--- src/hdl/nnis_pkg.sv ---
// ----------------------------------------------------------------------------
// nnis_pkg
// Shared types, constants and helpers of the nearest-neighbour image scaler.
// ----------------------------------------------------------------------------
package nnis_pkg;

	localparam int MAX_WIDTH  = 4096;
	localparam int ROW_LIMIT  = 4096;
	localparam int COL_W      = $clog2(MAX_WIDTH);
	localparam int SIZE_W     = 13;
	localparam int SCALE_W    = 16;
	localparam int PIX_W      = 32;
	localparam int CFG_IDX_W  = 3;
	localparam int CFG_DATA_W = 16;
	localparam int SUM_W      = SCALE_W + 1;
	localparam int PROD_W     = SUM_W + SIZE_W;
	localparam int CNT_W      = $clog2(PROD_W);

	localparam logic [CFG_IDX_W-1:0] REG_SOURCE_WIDTH  = 3'd0;
	localparam logic [CFG_IDX_W-1:0] REG_SOURCE_HEIGHT = 3'd1;
	localparam logic [CFG_IDX_W-1:0] REG_SCALED_WIDTH  = 3'd2;
	localparam logic [CFG_IDX_W-1:0] REG_SCALED_HEIGHT = 3'd3;
	localparam logic [CFG_IDX_W-1:0] REG_CROP_LEFT     = 3'd4;
	localparam logic [CFG_IDX_W-1:0] REG_CROP_TOP      = 3'd5;
	localparam logic [CFG_IDX_W-1:0] REG_CROP_WIDTH    = 3'd6;
	localparam logic [CFG_IDX_W-1:0] REG_CROP_HEIGHT   = 3'd7;

	localparam logic CMD_PUSH = 1'b0;
	localparam logic CMD_PULL = 1'b1;

	typedef struct packed {
		logic             cmd;
		logic [PIX_W-1:0] pixel;
	} item_t;

	typedef struct packed {
		logic             accepted;
		logic [PIX_W-1:0] pixel;
		logic             row_end;
		logic             frame_end;
	} result_t;

	// Effective sizes: zeros read as one, oversize values saturate.
	typedef struct packed {
		logic [SIZE_W-1:0]  sw;
		logic [SIZE_W-1:0]  sh;
		logic [SCALE_W-1:0] scw;
		logic [SCALE_W-1:0] sch;
		logic [SCALE_W-1:0] left;
		logic [SCALE_W-1:0] top;
		logic [SIZE_W-1:0]  cw;
		logic [SIZE_W-1:0]  ch;
	} cfg_t;

	typedef struct packed {
		logic               start;
		logic [COL_W-1:0]   pos;
		logic [SCALE_W-1:0] offset;
		logic [SIZE_W-1:0]  src;
		logic [SCALE_W-1:0] den;
	} map_req_t;

	typedef struct packed {
		logic             done;
		logic [COL_W-1:0] idx;
	} map_res_t;

	function automatic logic [SIZE_W-1:0] clamp_size(input logic [SIZE_W-1:0] v,
			input logic [SIZE_W-1:0] hi);
		if (v == '0)
			return SIZE_W'(1);
		return (v > hi) ? hi : v;
	endfunction

endpackage

--- src/hdl/nnis_in_if.sv ---
// ----------------------------------------------------------------------------
// nnis_in_if
// Command channel: push of a source pixel or pull of an output pixel.
// ----------------------------------------------------------------------------
interface nnis_in_if;
	logic        valid;
	logic        ready;
	logic        cmd;
	logic [31:0] pixel_in;

	modport source (output valid, cmd, pixel_in, input ready);
	modport sink (input valid, cmd, pixel_in, output ready);
endinterface

--- src/hdl/nnis_front.sv ---
// ----------------------------------------------------------------------------
// nnis_front
// Accepts command beats and holds them in a two-entry queue for the back end.
// ----------------------------------------------------------------------------
module nnis_front (
	input  logic          clk,
	input  logic          arst_n,
	nnis_in_if.sink       req,
	output logic          q_valid,
	output nnis_pkg::item_t q_item,
	input  logic          q_pop
);
	import nnis_pkg::*;

	item_t      slot_q [2];
	logic       wr_ptr_q;
	logic       rd_ptr_q;
	logic [1:0] fill_q;
	logic       push;

	assign req.ready = (fill_q != 2'd2);
	assign push      = req.valid && req.ready;
	assign q_valid   = (fill_q != 2'd0);
	assign q_item    = slot_q[rd_ptr_q];

	always_ff @(posedge clk) begin
		if (push) begin
			slot_q[wr_ptr_q] <= '{cmd: req.cmd, pixel: req.pixel_in};
		end
	end

	always_ff @(posedge clk or negedge arst_n) begin
		if (!arst_n) begin
			wr_ptr_q <= 1'b0;
			rd_ptr_q <= 1'b0;
			fill_q   <= 2'd0;
		end else begin
			if (push)
				wr_ptr_q <= ~wr_ptr_q;
			if (q_pop)
				rd_ptr_q <= ~rd_ptr_q;
			if (push && !q_pop)
				fill_q <= fill_q + 2'd1;
			else if (!push && q_pop)
				fill_q <= fill_q - 2'd1;
		end
	end

endmodule

--- src/flat_wrapper.sv ---
// flat-port wrapper written by rule: the top's interface ports become plain ports
module nnis_front_flat import nnis_pkg::*;
  (clk, arst_n, q_valid, q_item, q_pop, req_valid, req_cmd, req_pixel_in, req_ready);
  nnis_in_if req_i ();
  input  logic clk;
  input  logic arst_n;
  output logic q_valid;
  output nnis_pkg::item_t q_item;
  input  logic q_pop;
  input wire logic [$bits(req_i.valid)-1:0] req_valid;
  input wire logic [$bits(req_i.cmd)-1:0] req_cmd;
  input wire logic [$bits(req_i.pixel_in)-1:0] req_pixel_in;
  output wire logic [$bits(req_i.ready)-1:0] req_ready;
  assign req_i.valid = req_valid;
  assign req_i.cmd = req_cmd;
  assign req_i.pixel_in = req_pixel_in;
  assign req_ready = req_i.ready;
  nnis_front u_core (.clk(clk), .arst_n(arst_n), .req(req_i), .q_valid(q_valid), .q_item(q_item), .q_pop(q_pop));
endmodule
--- config.mk ---
export PLATFORM = sky130hd
export DESIGN_NAME = nnis_front_flat
export DESIGN_NICKNAME = d
export VERILOG_FILES = /design/src/hdl/nnis_pkg.sv /design/src/hdl/nnis_in_if.sv /design/src/hdl/nnis_front.sv /design/src/flat_wrapper.sv
export SDC_FILE = /design/constraint.sdc
export NUM_CORES = 1
export LEC_CHECK = 0
export BUFFER_PORTS_ARGS = -buffer_cell sky130_fd_sc_hd__clkbuf_2
export CORE_MARGIN = 3
export CORE_UTILIZATION = 54
export CTS_BUF_LIST = sky130_fd_sc_hd__clkbuf_8
export DETAILED_ROUTE_END_ITERATION = 16
export PLACE_DENSITY_LB_ADDON = 0.1
export SYNTH_ARGS = -nofsm -noshare
export SYNTH_HDL_FRONTEND = slang
export SYNTH_SLANG_ARGS = --single-unit
--- constraint.sdc ---
create_clock -name clk -period 3.22 [get_ports clk]
set_clock_uncertainty 0.1 [all_clocks]
set_input_delay 0.322 -clock clk [delete_from_list [all_inputs] [get_ports clk]]
set_output_delay 0.322 -clock clk [all_outputs]
set_load 0.02 [all_outputs]
Word level (Yosys, flattened, before mapping)
Memory sizes are Yosys's and may differ from the RTL's.
Cells that the tools add are included.
{ "word_totals": {"regBits": 4, "latch_bits": 0, "mem_bits_rw": 66, "romBits": 0, "input_bits": 37, "output_inout_bits": 35, "elab_cells": 20, "mem_count": 1} }
{ "classes": {"add_sub_neg": 2, "mul": 0, "div_mod_pow": 0, "n_lt_le_gt_ge": 0, "eq_ne": 1, "n_shift": 0, "n_mux": 4, "bitwise_logic": 2, "reduce_logical": 7} }
{ "mem_list": {"columns": ["name", "words", "word_bits", "read_ports", "rd_ports_with_merged_regs", "wr", "line_no", "text"], "rows": [
  ["u_core.slot_q", 2, 33, 1, 0, 1, "nnis_front.sv:15", "item_t slot_q [2];"]
]} }
{ "op_table": {"columns": ["cell", "count"], "rows": [
  ["$mux W2", 2],
  ["$reduce_bool A2 Y1", 2],
  ["$logic_and A1 B1 Y1", 3],
  ["$add A2 B1 Y2 const B", 1],
  ["$logic_not A1 Y1", 2],
  ["$mux W1", 2],
  ["$ne A2 B2 Y1 const B", 1],
  ["$not A1 Y1", 2],
  ["$sub A2 B1 Y2 const B", 1]
]} }

Logic depth before layout (Yosys ltp)
Gate-level depths: netlist of run 1.
{ "depth": {"ltp_word": 6, "ltp_mapped": 7, "ltp_nobuf": 7} }

Worst setup path after synthesis of run 1
OpenSTA, ideal clock, no wires.
{ "synth_path": {"path_kind": "register -> register", "start": "register u_core.fill_q[0]", "end": "memory u_core.slot_q[0][0] in the netlist's numbering (enable)", "arrival_ns": 2.195, "slack_ns": 0.502, "stages_incl_launch_ff": 4, "synth_period_minus_slack_ns": 2.718, "path_cell_list": "dfrtp_1 -> nand2b_1 -> nand2_1 -> nor2_1"} }
{ "synth_between": {"elab_chain_len": 4} }
{ "synth_lines": {"columns": ["element", "line_no", "text"], "rows": [
  ["start, declared", "nnis_front.sv:18", "logic [1:0] fill_q;"],
  ["start signal, assigned", "nnis_front.sv:43", "fill_q <= fill_q + 2'd1;"],
  ["start signal, assigned", "nnis_front.sv:45", "fill_q <= fill_q - 2'd1;"],
  ["$ne A2 B2 Y1", "nnis_front.sv:21", "assign req.ready = (fill_q != 2'd2);"],
  ["named net req_ready", "flat_wrapper.sv:13", "output wire logic [$bits(req_i.ready)-1:0] req_ready;"],
  ["$logic_and A1 B1 Y1", "nnis_front.sv:22", "assign push = req.valid && req.ready;"],
  ["$mux W1", "nnis_front.sv:27", "if (push) begin"],
  ["$mux W1 (not written as such)", "nnis_front.sv:28", "slot_q[wr_ptr_q] <= '{cmd: req.cmd, pixel: req.pixel_in};"],
  ["end, declared", "nnis_front.sv:15", null]
]} }
The timed path passes the listed nets, and every way through them passes these cells.

==> results of run 1 <==
per-stage QoR:
stage	cell area, um^2	cells	setup WS, ns
floorplan	2730	121	0.502
global placement	3120	257	1.22
detailed placement	3120	257	1.19
CTS	3310	274	0.826
global route	3310	274	0.761
finish	3310	274	0.868
critical path, delay by kind of cell (launching register included):
kind	cells	cell delay, ns
buf+inv	2	0.57
flops	1	0.70
mux	1	0.34
state kept, by name (all words and copies together) (netlist names):
name,count
u_core.fill_q,2
u_core.rd_ptr_q,1
u_core.slot_q,66
u_core.wr_ptr_q,1
final timing paths:
kind                                  start                    to  slack (ns)  cells past startpoint
setup / recovery            u_core.rd_ptr_q             q_item[9]        0.87                      3
hold / removal             req_pixel_in[15]  u_core.slot_q[1][15]        0.08                      1
setup reg to reg           u_core.fill_q[0]  u_core.slot_q[1][24]        1.28                      3
hold reg to reg            u_core.fill_q[1]      u_core.fill_q[1]        0.40                      1
max in group asynchronous            arst_n       u_core.rd_ptr_q        2.62                      2
min in group asynchronous            arst_n      u_core.fill_q[0]        0.25                      2
area by class of cell:
| class | count | area (um^2) |
|---|---|---|
| clock buffers | 9 | 124 |
| multi-input cells | 45 | 574 |
| clock inverters | 7 | 56.3 |
| repair buffers | 74 | 380 |
| well taps | 67 | 83.8 |
| flip-flops and latches | 70 | 2080 |
| fillers | 336 | 1510 |
| inverters | 2 | 7.51 |
per-layer routing:
layer / routed length (um) / vias up / track usage
li1: - / 630 / -
met5: 0 / - / 0
met1: 1790 / 661 / 0.182
met4: 36 / 0 / 0.0854
met2: 2260 / 44 / 0.261
met3: 242 / 4 / 0.0528
logic make-up after synthesis:
group / Yosys count / share of synthesized area
xor+xnor: 5 / 0.0161
fa+ha+maj: 1 / 0.00459
buf+inv: 6 / 0.0289
flops: 70 / 0.763
mux: 33 / 0.176
simple gates: 6 / 0.0110
what timing repair did:
| action | in CTS | in global routing |
|---|---|---|
| setup endpoints to repair | 0 | 0 |
| endpoints found under the hold margin | 4 | 0 |
| gates resized for setup | 0 | 0 |
| hold buffers | 1 | 0 |
placed cells by master, fill, tap and decap left out, drive strengths merged:
cell type    count
nand2            1
nor2             2
clkinvlp         1
buf              2
inv              3
clkinv           4
dfrtp            4
nand2b           1
clkbuf          80
xor2             3
xnor2            2
ha               1
and3             1
or2              1
mux2            33
edfxtp          66
bufinv           1
dlygate4sd3      1
report_power, final:
group / internal [mW] / switching, mW / total, mW
Clock: 0.344 / 0.287 / 0.632
Combinational: 0.491 / 0.589 / 1.08
Sequential: 1.25 / 0.122 / 1.37
Total: 2.09 / 0.998 / 3.08
==> summary.md, run 1 <==
| Metric | Value |
|---|---|
| GR Overflow Total | `0` |
| Unique masters post-synth | `15` |
| Fmax | `425 MHz` |
| Worst-path clk slew | `0.07 ns` |
| Ports | `roughly 70` |
| Global-route wire length before repair | `roughly 7.0 mm` |
| Final Hold Fails | `0` |
| Relative slew slack | `0.370` |
| Routed WL | `4.32 mm` |
| Critical path launch point type | `flip-flop` |
| Leakage dissipation | `1.37 nW` |
| GRT Resource Usage Total | `0.158` |
| Least-Margin Pin Slew | `0.943 ns` |
| Worst hold slack | `between 0.08 and 0.09 ns` |
| Most frequent cells after synthesis | `edfxtp_1 (66), mux2_4 (29), dfrtp_1 (4), mux2_2 (4)` |
| Gpl congestion | `roughly 0.73` |
| Min-delay worst type | `input port to flip-flop` |
| Die Y | `77.1 um` |
| CP Data Required Time | `~2.8 ns` |
| Area contributors post-synth | `edfxtp_1 (73%), mux2_4 (16%), dfrtp_1 (3.7%)` |
| Setup CP Type | `flip-flop to output port` |
| Worst-skew pair later-pin latency | `between 0.3 and 0.4 ns` |
| Worst vdd ir | `0.000642 V` |
| # clock sinks | `70` |
| Ys async rst share | `0.0571` |
| Synthesized area per cell | `around 23 um^2` |
| Number of antenna diodes | `0` |
| Initial antenna violation count | `0` |
| Setup TNS | `0 ns` |
| Data arrival time of the critical path | `between 1.5 and 2 ns` |
| Synth area leader | `edfxtp_1` |
| H-tree levels | `3` |
| Layout cell share with drive strength beyond 1 | `0.580` |
| Top FF cell, synth | `edfxtp_1` |
| Core Area | `between 4000 and 5000 um^2` |
| Final ANT Viol Nets | `0` |
| Post-synth EDFFs | `66` |
| Tot Pwr | `between 3 and 4 mW` |
| Max-cap check violation count | `0` |
| Gate count after technology mapping | `between 100 and 150` |
| Mapped Nets | `159` |
| Final setup viols | `0` |
| Pins Over Slew Limit | `0` |
| Nets | `240` |
| Post-route DRC | `0` |
| Floorplan row count | `25` |
| Per-cell routed wire length | `~16 um` |
| Synth top area share | `0.727` |
| Crit-path cells | `buf_4 > mux2_4 > clkbuf_2` |
| Min cycle time layout | `2.35 ns` |
| Seq cells post-synth | `70` |
| CP peak stage delay | `0.70 ns` |
| Starting Density | `0.566` |
| Vias | `1339` |
| Power density over the cells | `approximately 930 nW/um^2` |
| Iter 0 DRT Violations | `between 70 and 80` |
| CTS max path bufs | `2` |
| Most frequent cell after synthesis | `edfxtp_1` |
| Part of the cycle the worst path needs | `0.730` |
| Area grow syn2layout | `21.3%` |
| Synth warn | `0` |
| TritonRoute pass-1 iters | `5` |
| Post-synthesis sequential area ratio | `0.763` |
| Outcome | `finished clean` |
| Vias in the first global route | `between 1000 and 1500` |
| RSZ-0062 raised after global routing | `false` |
| Critical Path Fanout Max | `18` |
| TritonCTS clock tree | `done` |
| Root Driver | `clkbuf_8` |
| Critical Path End Type | `output port` |
| Slowest stage cell, crit path | `dfrtp_2` |
| PortBufs | `between 70 and 80` |
| Mapped cell area | `approximately 2700 um^2` |
| CTS buffer count | `9` |
| Die area | `5940 um^2` |
| Chip Width | `approximately 77 um` |
| Vias per std cell | `approximately 5` |
| Post-CTS setup repair buffer count | `0` |
| Largest net degree at the start of global routing | `34` |
| Final HPWL from detailed placement | `between 2 and 3 mm` |
| Post-layout util | `0.687` |
Power figures use the tool's default switching activity.
==> run 2: changes to the inputs <==
Settings changed: CORE_UTILIZATION 54 to 49.
Clock period 3.22 ns to 2.1 ns, I/O delays scaled along.
==> run 2 against run 1 <==
Sequential share of layout area fell by 6.1 points. Register-to-register slack got worse by 0.80 ns. Count of clock-buffer cells in the layout did not move. Hold slack improved by 0.054 ns. Largest power group unchanged.
==> summary.md, run 2 (synthesis gave the netlist of run 1 again) <==
| Metric | Value |
|---|---|
| Outcome | `finished clean (unchanged)` |
| Combinational Power Share | `0.390 (was 0.350)` |
| Reg2reg end | `u_core.fill_q[1] (was u_core.slot_q[1][24])` |
| RSZ-0062 raised after global routing | `false (unchanged)` |
| Core Area | `5240 um^2 (was 4820 um^2)` |
| Post-route DRC | `0 (unchanged)` |
| Reg2reg path depth | `7 (was 3)` |
| Post-Place Cells | `261 (was 257)` |
| TritonCTS clock tree | `done (unchanged)` |
| Starting Density | `0.521 (was 0.566)` |
| Largest Register | `u_core.slot_q (unchanged)` |
| Vias per std cell | `4.62 (was 4.89)` |
| Final instance area | `3660 um^2 (was 3310 um^2)` |
| Fmax | `518 MHz` |
| Relative slew slack | `0.841 (was 0.370)` |
| Vias in the first global route | `1531 (was 1450)` |
| CP Data Required Time | `1.79 ns (was 2.80 ns)` |
| Gpl congestion | `0.632 (was 0.727)` |
| Floorplan row count | `26 (was 25)` |
| Critical path launch point type | `flip-flop (unchanged)` |
| Reg2Reg Launch Point | `u_core.fill_q[0] (unchanged)` |
| Final Hold Fails | `0 (unchanged)` |
| GR Overflow Total | `0 (unchanged)` |
| R2R Setup Slk | `0.48 ns (was 1.28 ns)` |
| Int Pwr | `3.17 mW (was 2.09 mW)` |
| CTS resizes | `0 (unchanged)` |
| Wire length on met2 | `2.37 mm (was 2.26 mm)` |
| Vias | `1431 (was 1339)` |
| Worst vdd ir | `0.000924 V (was 0.000642 V)` |
| Max-cap check violation count | `0 (unchanged)` |
| CTS buffer count | `9 (unchanged)` |
| Power share of the clock group | `0.171 (was 0.205)` |
| Per-cell routed wire length | `14.3 um (was 15.8 um)` |
| Hold Buf Count CTS | `35 (was 1)` |
| # clock sinks | `70 (unchanged)` |
| Least-Margin Pin Slew | `0.238 ns (was 0.943 ns)` |
| PortBufs | `71 (unchanged)` |
| GRT Resource Usage Total | `0.149 (was 0.158)` |
| PnR worst setup slack | `0.168 ns (was 0.868 ns)` |
| Max reg flops | `66 (unchanged)` |
| Ports | `72 (unchanged)` |
| CP Launch Point | `u_core.rd_ptr_q (unchanged)` |
| Setup TNS | `0 ns (unchanged)` |
| Largest regs | `u_core.slot_q (66), u_core.fill_q (2) (unchanged)` |
| H-tree levels | `3 (unchanged)` |
| Placed cell areas | `3170 um^2 (was 3120 um^2)` |
| Area grow syn2layout | `34.3% (was 21.3%)` |
| Nets | `275 (was 240)` |
| Final HPWL from detailed placement | `2.81 mm (was 2.95 mm)` |
| Initial antenna violation count | `0 (unchanged)` |
| Pins Over Slew Limit | `0 (unchanged)` |
| Max Used Layer | `met4 (unchanged)` |
| Commonest non-fill, non-tap cell in the layout | `clkbuf_2 (unchanged)` |
| Largest net degree at the start of global routing | `34 (unchanged)` |
| Chip Width | `80.6 um (was 77.1 um)` |
| TritonRoute pass-1 iters | `4 (was 5)` |
| Critical Path End Type | `output port (unchanged)` |
| Root Driver | `clkbuf_8 (unchanged)` |
| Min cycle time layout | `around 1.9 ns` |
| CTS max path bufs | `2 (unchanged)` |
| Routed WL | `4.42 mm (was 4.32 mm)` |
| Number of antenna diodes | `0 (unchanged)` |
| Die Y | `80.6 um (was 77.1 um)` |
| Reg power frac | `0.438 (was 0.445)` |
| Min-delay worst type | `input port to asynchronous set/reset pin (was input port to flip-flop)` |
| Layout cell share with drive strength beyond 1 | `0.504 (was 0.580)` |
| Part of the cycle the worst path needs | `0.920` |
| Final setup viols | `0 (unchanged)` |
| Switch Pwr | `1.51 mW (was 0.998 mW)` |
| Switching share of power | `0.323 (was 0.324)` |
| Met3 wire length | `263 um (was 242 um)` |
| Worst-path clk slew | `0.06 ns (was 0.07 ns)` |
| Data arrival time of the critical path | `1.62 ns (was 1.93 ns)` |
| Iter 0 DRT Violations | `45 (was 79)` |
| Post-CTS setup repair buffer count | `0 (unchanged)` |
| Power density over the cells | `1280 nW/um^2 (was 932 nW/um^2)` |
| Worst-skew pair later-pin latency | `0.31 ns (was 0.32 ns)` |
| Setup CP Type | `flip-flop to output port (unchanged)` |
| Final ANT Viol Nets | `0 (unchanged)` |
| Most frequent cells in the layout | `clkbuf_2 (71), edfxtp_1 (66), dlygate4sd3_1 (35) (was clkbuf_2 (71), edfxtp_1 (66), mux2_4 (29))` |
| Leakage dissipation | `1.51 nW (was 1.37 nW)` |
| Global-route wire length before repair | `7.05 mm (was 6.96 mm)` |
| Non-filler cells in the finished layout | `310 (was 274)` |
| WL met1 | `1.75 mm (was 1.79 mm)` |
| Worst slack at placement | `0.482 ns (was 1.19 ns)` |
| Die area | `6500 um^2 (was 5940 um^2)` |
| Critical Path Fanout Max | `28 (was 18)` |
==> run 2: stage by stage <==
stage	power, mW	utilization	hold slack, ns
CTS	4.75	0.699	0.113
finish	4.68	0.699	0.138
floorplan	3.46	-	-0.186
global placement	3.84	0.605	-0.0731
global route	4.94	0.699	0.123
detailed placement	3.89	0.605	-0.0717
==> run 2: per-layer routing <==
| layer | vias to the layer above | global-route usage |
|---|---|---|
| li1 | 698 | - |
| met1 | 685 | 0.164 |
| met2 | 43 | 0.258 |
| met3 | 5 | 0.0448 |
| met4 | 0 | 0.0811 |
| met5 | - | 0 |
==> run 2: cell type report <==
cell class	instances	area [um^2]
Sequential cell	70	2080
Clock inverter	5	20.0
Multi-Input combinational cell	45	576
Fill cell	362	1570
Tap cell	70	87.6
Inverter	2	7.51
Timing Repair Buffer	109	766
Clock buffer	9	124
==> run 2: worst max path at each step <==
| stage | to | slack (ns) | cells after the start |
|---|---|---|---|
| floorplan | u_core.slot_q[1][0] | 0.06 | 2 |
| detailed placement | u_core.fill_q[1] | 0.48 | 7 |
| CTS | q_item[26] | 0.14 | 3 |
| global placement | q_item[28] | 0.53 | 3 |
| global route | q_item[26] | 0.1 | 3 |
| finish | q_item[26] | 0.17 | 3 |
==> run 2: power groups by stage <==
stage	Clock [mW]	Combinational [mW]	Sequential [mW]
global route	0.902	1.95	2.09
floorplan	0	1.43	2.02
detailed placement	0	1.81	2.08
finish	0.802	1.83	2.05
CTS	0.842	1.86	2.05
global placement	0	1.78	2.06
==> run 2: worst max-delay path: stages (launching register included) <==
cell and delay, ns:
dfrtp_2 0.50, buf_12 0.27, mux2_2 0.36, clkbuf_2 0.16
